File: src/hw/rtl/assert_macros.svh
// Assertion helpers, sampled on clk, off during reset.
`ifndef ASSERT_MACROS_SVH
`define ASSERT_MACROS_SVH

`define CHK_IMPL(lbl, ante, cons) \
  lbl: assert property (@(posedge clk) disable iff (!rst_n) (ante) |-> (cons)) \
    else $error("check failed");

`define CHK_NEXT(lbl, ante, cons) \
  lbl: assert property (@(posedge clk) disable iff (!rst_n) (ante) |=> (cons)) \
    else $error("check failed");

`endif

File: src/hw/rtl/epsc_pkg.sv
package epsc_pkg;

  localparam int CAP_IN_W     = 24;
  localparam int DIR_W        = 2;
  localparam int CLOCK_W      = 27;
  localparam int SPEED_W      = 28;
  localparam int COUNT_W      = 32;
  localparam int IN_DATA_W    = 32;
  localparam int OUT_DATA_W   = 64;
  localparam int DIV_STEPS    = CLOCK_W;
  localparam int STEP_CNT_W   = $clog2(DIV_STEPS);
  localparam int CAPTURE_BITS_DEF = 24;

  localparam logic [CLOCK_W-1:0] CLOCK_RATE_RST = CLOCK_W'(80000000);

  localparam logic [DIR_W-1:0] DIR_FWD   = 2'd0;
  localparam logic [DIR_W-1:0] DIR_REV   = 2'd1;
  localparam logic [DIR_W-1:0] DIR_STOP  = 2'd2;
  localparam logic [DIR_W-1:0] DIR_BRAKE = 2'd3;

  localparam logic MODE_EDGE  = 1'b0;
  localparam logic MODE_CLEAR = 1'b1;

  typedef struct packed {
    logic load;
    logic step;
    logic commit;
  } dp_cmd_t;

  typedef struct packed {
    logic div_last;
  } dp_sts_t;

endpackage

File: src/hw/rtl/epsc_ctrl.sv
module epsc_ctrl (
  input  logic               clk,
  input  logic               rst_n,
  input  logic               in_tvalid,
  output logic               in_tready,
  input  logic               in_mode,
  output logic               out_tvalid,
  input  logic               out_tready,
  input  epsc_pkg::dp_sts_t  sts,
  output epsc_pkg::dp_cmd_t  cmd
);

  typedef enum logic [2:0] {
    ST_IDLE = 3'b001,
    ST_DIV  = 3'b010,
    ST_FIN  = 3'b100
  } state_t;

  state_t state_r, state_nxt;
  logic   out_valid_r, out_valid_nxt;
  logic   out_free;

  assign out_free   = !out_valid_r || out_tready;
  assign in_tready  = (state_r == ST_IDLE);
  assign out_tvalid = out_valid_r;

  always_comb begin
    state_nxt  = state_r;
    cmd        = '0;
    unique case (state_r)
      ST_IDLE: begin
        if (in_tvalid) begin
          cmd.load  = 1'b1;
          state_nxt = (in_mode == epsc_pkg::MODE_CLEAR) ? ST_FIN : ST_DIV;
        end
      end
      ST_DIV: begin
        cmd.step = 1'b1;
        if (sts.div_last) begin
          state_nxt = ST_FIN;
        end
      end
      ST_FIN: begin
        if (out_free) begin
          cmd.commit = 1'b1;
          state_nxt  = ST_IDLE;
        end
      end
      default: state_nxt = ST_IDLE;
    endcase
  end

  always_comb begin
    out_valid_nxt = out_valid_r;
    priority if (cmd.commit) begin
      out_valid_nxt = 1'b1;
    end else if (out_tready) begin
      out_valid_nxt = 1'b0;
    end else begin
      out_valid_nxt = out_valid_r;
    end
  end

  always_ff @(posedge clk) begin
    if (!rst_n) begin
      state_r     <= ST_IDLE;
      out_valid_r <= 1'b0;
    end else begin
      state_r     <= state_nxt;
      out_valid_r <= out_valid_nxt;
    end
  end

endmodule

File: src/hw/rtl/epsc_dp.sv
module epsc_dp #(
  parameter int CAPTURE_BITS = epsc_pkg::CAPTURE_BITS_DEF
) (
  input  logic                                 clk,
  input  logic                                 rst_n,
  input  logic                                 cfg_wen,
  input  logic [epsc_pkg::CLOCK_W-1:0]         cfg_wdata,
  input  logic                                 in_mode,
  input  logic [epsc_pkg::CAP_IN_W-1:0]        in_capture,
  input  logic [epsc_pkg::DIR_W-1:0]           in_dir,
  input  epsc_pkg::dp_cmd_t                    cmd,
  output epsc_pkg::dp_sts_t                    sts,
  output logic [epsc_pkg::COUNT_W-1:0]         tick_count,
  output logic [epsc_pkg::SPEED_W-1:0]         speed
);

  localparam int CB = CAPTURE_BITS;

  logic [epsc_pkg::CLOCK_W-1:0]    clock_rate_r;
  logic [CB-1:0]                   last_cap_r;
  logic [epsc_pkg::COUNT_W-1:0]    tick_r;
  logic [epsc_pkg::SPEED_W-1:0]    speed_r;

  logic                            mode_r;
  logic [epsc_pkg::DIR_W-1:0]      dir_r;
  logic [CB-1:0]                   cap_r;
  logic [CB-1:0]                   div_r;
  logic [CB-1:0]                   rem_r, rem_nxt;
  logic [epsc_pkg::CLOCK_W-1:0]    quo_r, quo_nxt;
  logic [epsc_pkg::STEP_CNT_W-1:0] cnt_r;

  logic [CB+epsc_pkg::CAP_IN_W-1:0] cap_wide;
  logic [CB-1:0]                   cap_w;
  logic [CB-1:0]                   period_raw;
  logic [CB-1:0]                   period_w;
  logic [CB:0]                     rem_sh;
  logic                            fits;
  logic [epsc_pkg::SPEED_W-1:0]    mag;

  assign cap_wide   = {{CB{1'b0}}, in_capture};
  assign cap_w      = cap_wide[CB-1:0];
  assign period_raw = last_cap_r - cap_w;
  assign period_w   = (period_raw == '0) ? CB'(1) : period_raw;

  assign rem_sh  = {rem_r, quo_r[epsc_pkg::CLOCK_W-1]};
  assign fits    = (rem_sh >= {1'b0, div_r});
  assign rem_nxt = fits ? CB'(rem_sh - {1'b0, div_r}) : rem_sh[CB-1:0];
  assign quo_nxt = {quo_r[epsc_pkg::CLOCK_W-2:0], fits};

  assign sts.div_last = (cnt_r == epsc_pkg::STEP_CNT_W'(epsc_pkg::DIV_STEPS - 1));

  assign mag        = {1'b0, quo_r};
  assign tick_count = tick_r;
  assign speed      = speed_r;

  always_ff @(posedge clk) begin
    if (!rst_n) begin
      clock_rate_r <= epsc_pkg::CLOCK_RATE_RST;
      last_cap_r   <= '0;
      tick_r       <= '0;
      speed_r      <= '0;
    end else begin
      if (cfg_wen) begin
        clock_rate_r <= cfg_wdata;
      end
      if (cmd.commit) begin
        if (mode_r == epsc_pkg::MODE_CLEAR) begin
          tick_r <= '0;
        end else begin
          last_cap_r <= cap_r;
          unique case (dir_r)
            epsc_pkg::DIR_FWD: begin
              speed_r <= mag;
              tick_r  <= tick_r + 1'b1;
            end
            epsc_pkg::DIR_REV: begin
              speed_r <= '0 - mag;
              tick_r  <= tick_r - 1'b1;
            end
            default: ;
          endcase
        end
      end
    end
  end

  always_ff @(posedge clk) begin
    if (cmd.load) begin
      mode_r <= in_mode;
      dir_r  <= in_dir;
      cap_r  <= cap_w;
      div_r  <= period_w;
      rem_r  <= '0;
      quo_r  <= clock_rate_r;
      cnt_r  <= '0;
    end else if (cmd.step) begin
      rem_r <= rem_nxt;
      quo_r <= quo_nxt;
      cnt_r <= cnt_r + 1'b1;
    end
  end

endmodule

File: src/hw/rtl/encoder_period_speed_counter.sv
// Edge item: loaded on the input transfer, through the 27-step restoring divider
// (ST_DIV), committed from ST_FIN once the output is free; a count clear skips
// ST_DIV. A new item is taken while the previous result waits on the output.
// Reset (rst_n, synchronous, active low): count, speed and last capture clear,
// clock_rate returns to 80000000, no result pending.
`include "assert_macros.svh"

module encoder_period_speed_counter #(
  parameter int CAPTURE_BITS = epsc_pkg::CAPTURE_BITS_DEF
) (
  input  logic                                 clk,
  input  logic                                 rst_n,
  input  logic                                 cfg_wen,
  input  logic [epsc_pkg::CLOCK_W-1:0]         cfg_wdata,    // clock_rate
  input  logic                                 in_tvalid,
  output logic                                 in_tready,
  input  logic [epsc_pkg::IN_DATA_W-1:0]       in_tdata,     // capture_value, direction
  input  logic                                 in_tuser,     // mode
  output logic                                 out_tvalid,
  input  logic                                 out_tready,
  output logic [epsc_pkg::OUT_DATA_W-1:0]      out_tdata     // tick_count, speed
);

  epsc_pkg::dp_cmd_t               cmd;
  epsc_pkg::dp_sts_t               sts;
  logic [epsc_pkg::COUNT_W-1:0]    tick_count;
  logic [epsc_pkg::SPEED_W-1:0]    speed;

  epsc_ctrl u_ctrl (
    .clk        (clk),
    .rst_n      (rst_n),
    .in_tvalid  (in_tvalid),
    .in_tready  (in_tready),
    .in_mode    (in_tuser),
    .out_tvalid (out_tvalid),
    .out_tready (out_tready),
    .sts        (sts),
    .cmd        (cmd)
  );

  epsc_dp #(
    .CAPTURE_BITS (CAPTURE_BITS)
  ) u_dp (
    .clk        (clk),
    .rst_n      (rst_n),
    .cfg_wen    (cfg_wen),
    .cfg_wdata  (cfg_wdata),
    .in_mode    (in_tuser),
    .in_capture (in_tdata[epsc_pkg::CAP_IN_W-1:0]),
    .in_dir     (in_tdata[epsc_pkg::CAP_IN_W +: epsc_pkg::DIR_W]),
    .cmd        (cmd),
    .sts        (sts),
    .tick_count (tick_count),
    .speed      (speed)
  );

  assign out_tdata = {{(epsc_pkg::OUT_DATA_W - epsc_pkg::COUNT_W - epsc_pkg::SPEED_W){1'b0}},
                      speed, tick_count};

  `CHK_NEXT(a_busy_after_transfer, in_tvalid && in_tready, !in_tready)
  `CHK_IMPL(a_commit_needs_slot, cmd.commit, !out_tvalid || out_tready)
  `CHK_NEXT(a_commit_shows_result, cmd.commit, out_tvalid)
  `CHK_IMPL(a_no_load_while_div, cmd.step, !cmd.load && !cmd.commit)

endmodule

File: config.mk
export PLATFORM = sky130hd
export DESIGN_NAME = encoder_period_speed_counter
export DESIGN_NICKNAME = d
export VERILOG_FILES = /design/src/hw/rtl/epsc_pkg.sv /design/src/hw/rtl/epsc_ctrl.sv /design/src/hw/rtl/epsc_dp.sv /design/src/hw/rtl/encoder_period_speed_counter.sv
export VERILOG_INCLUDE_DIRS = /design/src /design/src/hw/rtl
export SDC_FILE = /design/constraint.sdc
export NUM_CORES = 1
export LEC_CHECK = 0
export BUFFER_PORTS_ARGS = -buffer_cell sky130_fd_sc_hd__buf_4
export CAP_MARGIN = 10
export CORE_ASPECT_RATIO = 1.5
export CORE_MARGIN = 8
export CORE_UTILIZATION = 45
export DETAILED_ROUTE_END_ITERATION = 10
export PLACE_DENSITY_LB_ADDON = 0.12
export SLEW_MARGIN = 20
export SYNTH_ARGS = -nofsm -noshare
export SYNTH_HDL_FRONTEND = slang
export SYNTH_SLANG_ARGS = --single-unit
File: constraint.sdc
create_clock -name clk -period 4.16 [get_ports clk]
set_input_delay 0.832 -clock clk [delete_from_list [all_inputs] [get_ports clk]]
set_output_delay 0.832 -clock clk [all_outputs]
set_load 0.02 [all_outputs]
======== Word level (Yosys, flattened, before mapping) ========
Cells that the tools add are included.
cells by class
  order comparisons ....................... 1
  $add $sub $neg .......................... 6
  muxes and demuxes ....................... 18
  eq/ne operators ......................... 8
  reductions and logical operators ........ 12
  bitwise gates (word level) .............. 1
operators by type and width
  operator               number
  $pmux 32 s2            1
  $pmux 28 s2            1
  $mux 27                2
  $sub 24x24->24         2
  $add 32x1->32 const B  1
  $mux 32                1
  $sub 32x1->32 const B  1
  $sub 1x27->28 const A  1
  $ge 25x24->1           1
  $logic_not 24->1       1
  $mux 24                1
  $mux 3                 4
  $pmux 3 s3             1
  $mux 1                 7
  $reduce_and 3->1       2
  $reduce_bool 2->1      3
  $add 5x1->5 const B    1
  $eq 5x5->1 const B     1
  $ne 2x2->1 const B     2
  $reduce_and 2->1       2
  $eq 3x1->1 const B     1
  $eq 3x2->1 const B     1
  $eq 3x3->1 const B     1
  $reduce_bool 3->1      1
  other kinds (6)        6
word-level totals
  output and inout port bits .............. 66
  flip-flop bits (word level) ............. 222
  word-level logic and storage cells ...... 59

======== Logic depth before layout (Yosys ltp) ========
Gate-level depths: netlist of run 1.
  depth after elaboration ................. 5
  mapped depth ............................ 15
  gate-level depth less buffers ........... 12

======== Modules after synthesis ========
From an unflattened synthesis of run 1, not the netlist that was laid out.
second synthesis, totals
  cells, all modules ...................... 1341
  area, all modules ....................... 12642.1 um^2
modules (own cells, without submodules)
  module                        cells an instance  area an instance (um^2)  instances
  epsc_dp                       1304               12324.3                  1
  epsc_ctrl                     32                 284.0                    1
  encoder_period_speed_counter  5                  33.8                     1

======== Worst setup path before layout of run 1 ========
Ideal clock, no wire load.
  kind .................................... register -> register
  from .................................... register u_dp.dir_r[1] (netlist bit)
  to ...................................... register u_dp.tick_r (netlist bit u_dp.tick_count[28])
  slack ................................... -0.223 ns
  period minus slack after synthesis ...... 4.383 ns
  cell stages (with the launch flop) ...... 15
  data arrival time ....................... 4.253 ns
  required time ........................... 4.030 ns
  cell sequence ........................... edfxtp_1 -> nand2b_1 -> inv_1 -> clkbuf_1 -> clkbuf_1 -> ha_1 -> a21o_1 -> a21o_1 -> a311o_1 -> o31a_1 -> a41o_1 -> o21a_1 -> a41o_1 -> mux2i_1 -> o211ai_1
between the ends
  longest elaborated chain between the ends .. 3
RTL lines
  element                                                  RTL line       text
  from (decl)                                              epsc_dp.sv:25  logic [epsc_pkg::DIR_W-1:0] dir_r;
  from (signal assigned)                                   epsc_dp.sv:90  dir_r <= in_dir;
  $eq 2x1->1 / $logic_not 2->1 (equally long branches)     epsc_dp.sv:71  unique case (dir_r)
  $pmux 32 s2 / $reduce_bool 3->1 (equally long branches)  -
  $mux 32 / $reduce_and 2->1 (equally long branches)       -
  to (signal assigned)                                     epsc_dp.sv:74  tick_r <= tick_r + 1'b1;
  to (signal assigned)                                     epsc_dp.sv:78  tick_r <= tick_r - 1'b1;
  to (decl)                                                epsc_dp.sv:21  logic [epsc_pkg::COUNT_W-1:0] tick_r;
Several ways; a longest one is shown, not always the timed one.
A chain may end at the register's enable or synchronous reset.

======== Worst setup path in the final report of run 1 ========
  from .................................... register u_dp.dir_r[1] (netlist bit)
  to ...................................... register u_dp.tick_r (netlist bit u_dp.tick_count[31])
Same word-level chain as after synthesis.

==> impl_metrics.sql, run 1 <==
INSERT INTO impl_metrics (metric_group, metric, value, unit) VALUES
('setup_path', 'worstReg2RegEnd', 'u_dp.tick_count[31]', ''),
('finish', 'post_route_cells_drive_above_1_share', '15.2', '%'),
('global_route', 'wire_length_of_the_first_global_routing_pass', '50700', 'um'),
('worst_hold_path', 'hold_end', 'u_dp.last_cap_r[21]', ''),
('setup_path', 'crit_top_cell', 'sky130_fd_sc_hd__buf_4', ''),
('logic_synthesis', 'mappedNetlistArea', '0.0128', 'mm2'),
('timing', 'post-route-worst-setup-slack', '0.403', 'ns'),
('clock_tree', 'post_cts_resize_count', '0', ''),
('finish', 'syn_to_final_growth', '16.5', '%'),
('setup_path', 'path_class', 'register to register', ''),
('clock_tree', 'cts_num_sinks', '222', ''),
('global_route', 'number_of_antenna_violations_at_the_first_check_in_global_routing', '0', ''),
('logic_synthesis', 'synth.lib_cells_used.distinct', '75', ''),
('run_status', 'status', 'finished clean', ''),
('timing', 'hold_viol_final', '0', ''),
('pwr', 'clock_power_share', '39.3', '%'),
('clock_tree', 'clock_tree.root_cell', 'sky130_fd_sc_hd__clkbuf_16', ''),
('worst_hold_path', 'hold_path_startpoint', 'u_dp.last_cap_r[21]', ''),
('setup_path', 'worstPathMaxFanout', '11', ''),
('timing', 'maxClockFrequency', '266', 'MHz'),
('pwr', 'combinationalPowerShare', '14.2', '%'),
('pwr', 'power.switching', '1.45', 'mW'),
('clock_tree', 'cts_hold_buf', '0', ''),
('pwr', 'worst_ir_drop_vdd', '0.352', 'mV'),
('job', 'cap_violations', '0', ''),
('logic_synthesis', 'synth_seq_cells', '222', ''),
('setup_path', 'ff_to_ff_setup_slack', '0.40', 'ns'),
('floorplanning', 'num_io_pins', '131', ''),
('placed_design', 'weighted_congestion_reported_at_the_end_of_routability_driven_placement', '0.863', ''),
('timing', 'final.hold.worst_slack', '0.465', 'ns'),
('global_route', 'first_global_vias', '10360', ''),
('logic_synthesis', 'ys_dominant_reg_cell', 'sky130_fd_sc_hd__dfxtp_1', ''),
('setup_path', 'timing.critical_path.buf_inv', '3', ''),
('floorplanning', 'design.core.area', '0.0280', 'mm2'),
('routing', 'drc_errors', '0', ''),
('setup_path', 'critical_path_arrival', '4.17', 'ns'),
('timing', 'fin_setup_tns', '0', 'ns'),
('timing', 'tightestPinTransition', '1.00', 'ns'),
('routing', 'wirelength', '30900', 'um'),
('timing', 'setup_viol', '0', ''),
('logic_synthesis', 'number_of_synthesized_flops_with_an_enable_pin', '78', ''),
('floorplanning', 'die_w', '154', 'um'),
('setup_path', 'stage_delay_of_the_slowest_cell_on_the_critical_path', '0.55', 'ns'),
('finish', 'final_net_count', '1627', ''),
('clock_tree', 'cts_h_tree_depth', '1', ''),
('timing', 'clock_skew', '0.00664', 'ns'),
('timing', 'finalMaxSlewViolations', '0', ''),
('setup_path', 'crit_chain', 'nand2b_1 -> inv_1 -> buf_4 -> buf_4 -> ha_1 -> o21ai_0 -> nor2_1 -> o41ai_1 -> a2111o_1 -> a2bb2oi_1 -> a211o_1 -> xnor2_1 -> mux2i_1 -> a21boi_1', ''),
('logic_synthesis', 'synthArstFlopShare', '0', '%'),
('placed_design', 'buffer_ports.inserted', '120', ''),
('pwr', 'cellPowerDensity', '362', 'mW/mm2'),
('clock_tree', 'tritoncts', 'yes', ''),
('logic_synthesis', 'netlist_instances', '1363', ''),
('routing', 'route.detailed.wl_per_inst', '16.8', 'um'),
('routing', 'vias', '10172', ''),
('finish', 'design_area_final', '0.0149', 'mm2'),
('routing', 'final_antenna_net_count', '0', ''),
('clock_tree', 'max_buffers_root_to_sink', '3', ''),
('clock_tree', 'clk_latency', '0.53', 'ns'),
('floorplanning', 'initial_cell_density_of_the_core', '45.7', '%'),
('setup_path', 'cp_slowest_cell', 'sky130_fd_sc_hd__o41ai_1', ''),
('routing', 'first_iter_violations', '394', ''),
('placed_design', 'post_dp_cell_area', '0.0141', 'mm2'),
('clock_tree', 'clkSlewWorstSetupHoldPaths', '0.07', 'ns'),
('setup_path', 'critical_path.startpoint_type', 'register', ''),
('placed_design', 'hpwlAfterDp', '22900', 'um'),
('setup_path', 'worst_r2r_path_depth', '14', ''),
('logic_synthesis', 'synth_seq_area_share', '40.9', '%'),
('clock_tree', 'post-cts-setup-buffer-count', '0', ''),
('timing', 'timing.final.crit_share', '90.3', '%'),
('logic_synthesis', 'post_synth.cell_area_avg', '9.37', 'um2');
power by group through the flow:
stage	Sequential (mW)	Combinational, mW	Clock (mW)
6_report	2.50	0.764	2.11
5_1_grt	2.51	0.852	2.27
4_1_cts	2.50	0.774	2.19
3_5_place_dp	2.55	0.771	0
3_3_place_gp	2.55	0.760	0
2_1_floorplan	2.53	0.549	0
how the worst max path moves through the flow:
| stage | from | end | slack (ns) | depth (start not counted) |
|---|---|---|---|---|
| 2_1_floorplan | u_dp.dir_r[1] | u_dp.tick_count[28] | 0.26 | 14 |
| 3_3_place_gp | in_tdata[0] | u_dp.div_r[0] | 0.06 | 12 |
| 3_5_place_dp | in_tdata[0] | u_dp.div_r[0] | 0.03 | 12 |
| 4_1_cts | u_dp.dir_r[1] | u_dp.tick_count[29] | 0.35 | 13 |
| 5_1_grt | u_dp.dir_r[1] | u_dp.tick_count[31] | 0.01 | 14 |
| 6_report | u_dp.dir_r[1] | u_dp.tick_count[31] | 0.40 | 14 |
cells in the mapped netlist, types with 21 or more instances:
cell type                  number  area, um2
sky130_fd_sc_hd__ha_1          80       1000
sky130_fd_sc_hd__nor2b_1       37        231
sky130_fd_sc_hd__nand2_1      177        664
sky130_fd_sc_hd__a21boi_0      27        203
sky130_fd_sc_hd__dfxtp_1      144       2880
sky130_fd_sc_hd__nand3_1       21        105
sky130_fd_sc_hd__edfxtp_1      78       2340
sky130_fd_sc_hd__a21oi_1       63        315
sky130_fd_sc_hd__mux2_2        25        282
sky130_fd_sc_hd__o21ai_1       31        155
sky130_fd_sc_hd__xor2_1        39        342
sky130_fd_sc_hd__inv_1         72        270
sky130_fd_sc_hd__xnor2_1       47        412
sky130_fd_sc_hd__a21o_1        47        353
sky130_fd_sc_hd__nor2_1        59        221
sky130_fd_sc_hd__clkbuf_1      50        188
sky130_fd_sc_hd__mux2i_1       52        521
sky130_fd_sc_hd__o21ai_0       51        255
flip-flops by register name (all words and copies together) (netlist names), 2 cells and up:
name and count:
u_dp.tick_count 32, u_dp.speed 28, u_dp.clock_rate_r 27, u_dp.quo_r 27
u_dp.cap_r 24, u_dp.div_r 24, u_dp.last_cap_r 24, u_dp.rem_r 24
u_dp.cnt_r 5, u_ctrl.state_r 3, u_dp.dir_r 2
worst reg2reg max path, cell delays in order, from the launching register on:
cell	delay [ns]
sky130_fd_sc_hd__edfxtp_1	0.47
sky130_fd_sc_hd__nand2b_1	0.20
sky130_fd_sc_hd__inv_1	0.27
sky130_fd_sc_hd__buf_4	0.27
sky130_fd_sc_hd__buf_4	0.16
sky130_fd_sc_hd__ha_1	0.29
sky130_fd_sc_hd__o21ai_0	0.17
sky130_fd_sc_hd__nor2_1	0.08
sky130_fd_sc_hd__o41ai_1	0.55
sky130_fd_sc_hd__a2111o_1	0.24
sky130_fd_sc_hd__a2bb2oi_1	0.09
sky130_fd_sc_hd__a211o_1	0.34
sky130_fd_sc_hd__xnor2_1	0.20
sky130_fd_sc_hd__mux2i_1	0.22
sky130_fd_sc_hd__a21boi_1	0.08
cell type report:
| type | count | area (um2) | share of cell area, % |
|---|---|---|---|
| clock buffers | 25 | 604 | 4.06 |
| clock inverters | 19 | 179 | 1.20 |
| inverters | 72 | 270 | 1.82 |
| multi-input cells | 1015 | 7080 | 47.6 |
| flip-flops and latches | 222 | 5230 | 35.1 |
| well taps | 346 | 433 | 2.91 |
| repair buffers | 144 | 1080 | 7.29 |
cells in the final DEF (no fill, tap or decap), types with 39 or more instances in the layout:
| cell | count |
|---|---|
| sky130_fd_sc_hd__a21o_1 | 47 |
| sky130_fd_sc_hd__edfxtp_1 | 78 |
| sky130_fd_sc_hd__xor2_1 | 39 |
| sky130_fd_sc_hd__mux2i_1 | 52 |
| sky130_fd_sc_hd__nor2_1 | 58 |
| sky130_fd_sc_hd__inv_1 | 71 |
| sky130_fd_sc_hd__o21ai_0 | 51 |
| sky130_fd_sc_hd__dfxtp_1 | 144 |
| sky130_fd_sc_hd__xnor2_1 | 47 |
| sky130_fd_sc_hd__ha_1 | 80 |
| sky130_fd_sc_hd__a21oi_1 | 62 |
| sky130_fd_sc_hd__nand2_1 | 177 |
| sky130_fd_sc_hd__buf_4 | 143 |
through the flow:
step | power [mW] | util (%) | cells
floorplan | 3.07 | - | 1366
global placement | 3.31 | 50.4 | 1799
detailed placement | 3.32 | 50.4 | 1799
CTS | 5.47 | 53.2 | 1843
global route | 5.64 | 53.2 | 1843
finish | 5.38 | 53.2 | 1843
layer usage:
layer	share of wire, %	vias to the layer above	global-route usage (%)
met3	4.3	47	2.78
met2	54	169	34.8
met4	2.5	0	6.12
met1	39	4840	18.7
li1	-	5116	-
met5	0	-	0
cells by family (layout without fill, tap and decap cells):
kind of cell / count (synthesis) / in the layout / share of synthesized area (%)
muxes: 77 / 77 / 6.28
DFF: 222 / 222 / 40.9
xor gates and xnor gates: 86 / 86 / 5.90
AOI/OAI and AO/OA: 360 / 360 / 19.4
other: 1 / 4 / 0.0294
and+or+nand+nor: 405 / 405 / 15.3
adders and majority gates: 83 / 83 / 8.31
buffers and inverters: 129 / 260 / 3.93
(Power assumes the default switching activity.)
==> inputs of run 2 (changes only) <==
CELL_PAD_IN_SITES_DETAIL_PLACEMENT = 1   (was not set)
CELL_PAD_IN_SITES_GLOBAL_PLACEMENT = 1   (was not set)
CORE_UTILIZATION = 42   (was 45)
==> run 2 against run 1 <==
  * Combinational power rose by 4.2%
  * Final area increased by 0.59%
  * Utilization is 3.4 points lower
  * Critical path depth is 2 lower
  * Routed wire length is 13% higher
  * Non-clock buffer count is 6 higher
  * Power up 0.13%
  * Clock skew grew 0.017 ns
  * Largest cell class unchanged
==> impl_metrics.sql, run 2 (same netlist as run 1, synthesis figures left out) <==
INSERT INTO impl_metrics (metric_group, metric, value, unit) VALUES
('global_route', 'first_global_vias', '11286', ''),
('routing', 'wirelength', '35000', 'um'),
('timing', 'post-route-min-period', '3.89', 'ns'),
('global_route', 'wire_length_of_the_first_global_routing_pass', '56700', 'um'),
('pwr', 'worst_ir_drop_vdd', '0.331', 'mV'),
('clock_tree', 'clk_latency', '0.55', 'ns'),
('setup_path', 'req_time_crit_path', '4.55', 'ns'),
('routing', 'vias', '10393', ''),
('timing', 'clock_skew', '0.0232', 'ns'),
('routing', 'route.detailed.wl_per_inst', '18.4', 'um'),
('clock_tree', 'tritoncts', 'yes', ''),
('timing', 'finalMaxSlewViolations', '0', ''),
('clock_tree', 'clock_tree.root_cell', 'sky130_fd_sc_hd__clkbuf_16', ''),
('routing', 'final_antenna_net_count', '0', ''),
('finish', 'post_route_cells_drive_above_1_share', '15.2', '%'),
('finish', 'mostFrequentLayoutCells', 'sky130_fd_sc_hd__nand2_1, sky130_fd_sc_hd__buf_4, sky130_fd_sc_hd__dfxtp_1', ''),
('finish', 'final.fill_count', '3542', ''),
('run_status', 'status', 'finished clean', ''),
('placed_design', 'buffer_ports.inserted', '120', ''),
('placed_design', 'post_dp_cell_area', '0.0142', 'mm2'),
('setup_path', 'path_class', 'register to register', ''),
('finish', 'layout.cells.most_common', 'sky130_fd_sc_hd__nand2_1', ''),
('placed_design', 'post-place-cells', '1859', ''),
('timing', 'rsz0062_at_grt', 'false', ''),
('routing', 'drc_errors', '0', ''),
('timing', 'fin_setup_tns', '0', 'ns'),
('pwr', 'cellPowerDensity', '360', 'mW/mm2'),
('timing', 'hold_viol_final', '0', ''),
('routing', 'drt-vias-per-instance', '5.46', ''),
('setup_path', 'critical_path.startpoint_type', 'register', ''),
('setup_path', 'end_kind', 'register', ''),
('timing', 'post-route-worst-setup-slack', '0.272', 'ns'),
('clock_tree', 'cts_num_sinks', '222', ''),
('timing', 'tightestPinTransition', '0.953', 'ns'),
('timing', 'final.hold.worst_slack', '0.462', 'ns'),
('clock_tree', 'cts_h_tree_depth', '1', ''),
('floorplanning', 'num_io_pins', '131', ''),
('floorplanning', 'num_rows', '78', ''),
('finish', 'finish.cell_count_without_fillers', '1903', ''),
('clock_tree', 'clkSlewWorstSetupHoldPaths', '0.06', 'ns'),
('clock_tree', 'post-cts-setup-buffer-count', '0', ''),
('finish', 'largest_reg_flops', '32', ''),
('timing', 'max-slew-margin-rel', '36.4', '%'),
('finish', 'insertedDiodeCount', '0', ''),
('global_route', 'number_of_antenna_violations_at_the_first_check_in_global_routing', '0', ''),
('global_route', 'overflow', '0', ''),
('placed_design', 'weighted_congestion_reported_at_the_end_of_routability_driven_placement', '0.806', ''),
('floorplanning', 'design.core.area', '0.0301', 'mm2'),
('timing', 'timing.final.crit_share', '93.5', '%'),
('placed_design', 'detailedPlace.worstSlack', '0.0317', 'ns'),
('worst_hold_path', 'holdCritPathClass', 'register to register', ''),
('pwr', 'leak_pwr', '6.64', 'nW'),
('floorplanning', 'die_w', '158', 'um'),
('clock_tree', 'max_buffers_root_to_sink', '3', ''),
('clock_tree', 'post_cts_resize_count', '0', ''),
('floorplanning', 'die_y', '230', 'um'),
('finish', 'final_net_count', '1633', ''),
('routing', 'drt_pass1_iterations', '4', ''),
('clock_tree', 'cts_hold_buf', '0', ''),
('global_route', 'largest_net_degree_at_the_start_of_global_routing', '99', ''),
('setup_path', 'critical_path_arrival', '4.28', 'ns'),
('floorplanning', 'dieArea', '0.0364', 'mm2'),
('timing', 'setup_viol', '0', ''),
('floorplanning', 'initial_cell_density_of_the_core', '42.5', '%'),
('setup_path', 'worstPathMaxFanout', '12', ''),
('finish', 'design_area_final', '0.0150', 'mm2'),
('finish', 'syn_to_final_growth', '17.2', '%'),
('global_route', 'total_global_routing_track_utilization', '19.2', '%'),
('clock_tree', 'number_of_buffers_created_by_cts', '24', ''),
('placed_design', 'hpwlAfterDp', '26200', 'um'),
('job', 'cap_violations', '0', ''),
('routing', 'first_iter_violations', '314', ''),
('timing', 'maxClockFrequency', '257', 'MHz');
==> run 2: changes by cell type in the layout (fill, tap and decap cells not counted), moves of 2 or more <==
cell | previous run | this run
sky130_fd_sc_hd__clkinv_2 | 5 | 3
sky130_fd_sc_hd__inv_6 | 3 | 0
sky130_fd_sc_hd__clkbuf_1 | 1 | 7
sky130_fd_sc_hd__buf_4 | 143 | 150
sky130_fd_sc_hd__clkinv_4 | 2 | 0
==> run 2: power by group <==
part	switching, mW	internal [mW]	total (mW)
Clock	0.902	1.19	2.09
Combinational	0.469	0.326	0.796
Sequential	0.0884	2.41	2.50
Total	1.46	3.93	5.38
==> run 2: worst paths after layout <==
kind,startpoint,end,slack [ns],cells past startpoint
worst max register to register,u_dp.dir_r[1],u_dp.tick_count[29],0.27,12
worst max-delay path,u_dp.dir_r[1],u_dp.tick_count[29],0.27,12
worst min-delay path,u_dp.speed[27],u_dp.speed[27],0.46,2
worst min register to register,u_dp.speed[27],u_dp.speed[27],0.46,2
==> run 2: metrics by stage <==
step	util [%]	total power, mW
global placement	47.2	3.33
finish	49.8	5.38
floorplan	-	3.07
global route	49.8	5.62
detailed placement	47.2	3.35
CTS	49.8	5.47
==> run 2: area by class of cell <==
class | instances | area, um2 | share of cell area [%]
Clock inverter | 11 | 95.1 | 0.636
Inverter | 72 | 270 | 1.81
Timing Repair Buffer | 150 | 1130 | 7.53
Multi-Input combinational cell | 1015 | 7080 | 47.3
Clock buffer | 33 | 666 | 4.45
Sequential cell | 222 | 5230 | 34.9
Tap cell | 400 | 500 | 3.35
==> run 2: critical path: stages (launching register included) <==
cell and delay (ns):
sky130_fd_sc_hd__edfxtp_1 0.46, sky130_fd_sc_hd__nand2b_1 0.20, sky130_fd_sc_hd__inv_1 0.32, sky130_fd_sc_hd__buf_4 0.29, sky130_fd_sc_hd__ha_1 0.28, sky130_fd_sc_hd__nand4_1 0.22
sky130_fd_sc_hd__or3_1 0.41, sky130_fd_sc_hd__a21oi_1 0.29, sky130_fd_sc_hd__o21bai_1 0.12, sky130_fd_sc_hd__a21o_1 0.23, sky130_fd_sc_hd__a2111oi_0 0.57, sky130_fd_sc_hd__mux2i_1 0.28
sky130_fd_sc_hd__o21ai_1 0.07
==> run 2: layer usage <==
metal  global-route usage, %  routed length, um  vias to the layer above  share of wire (%)
li1                        -                  -                     5129                  -
met1                    19.2              13200                     5069                 38
met2                    38.8              19700                      147                 56
met3                    2.47               1240                       48                3.5
met4                    6.12                910                        0                2.6
met5                       0                  0                        -                  0
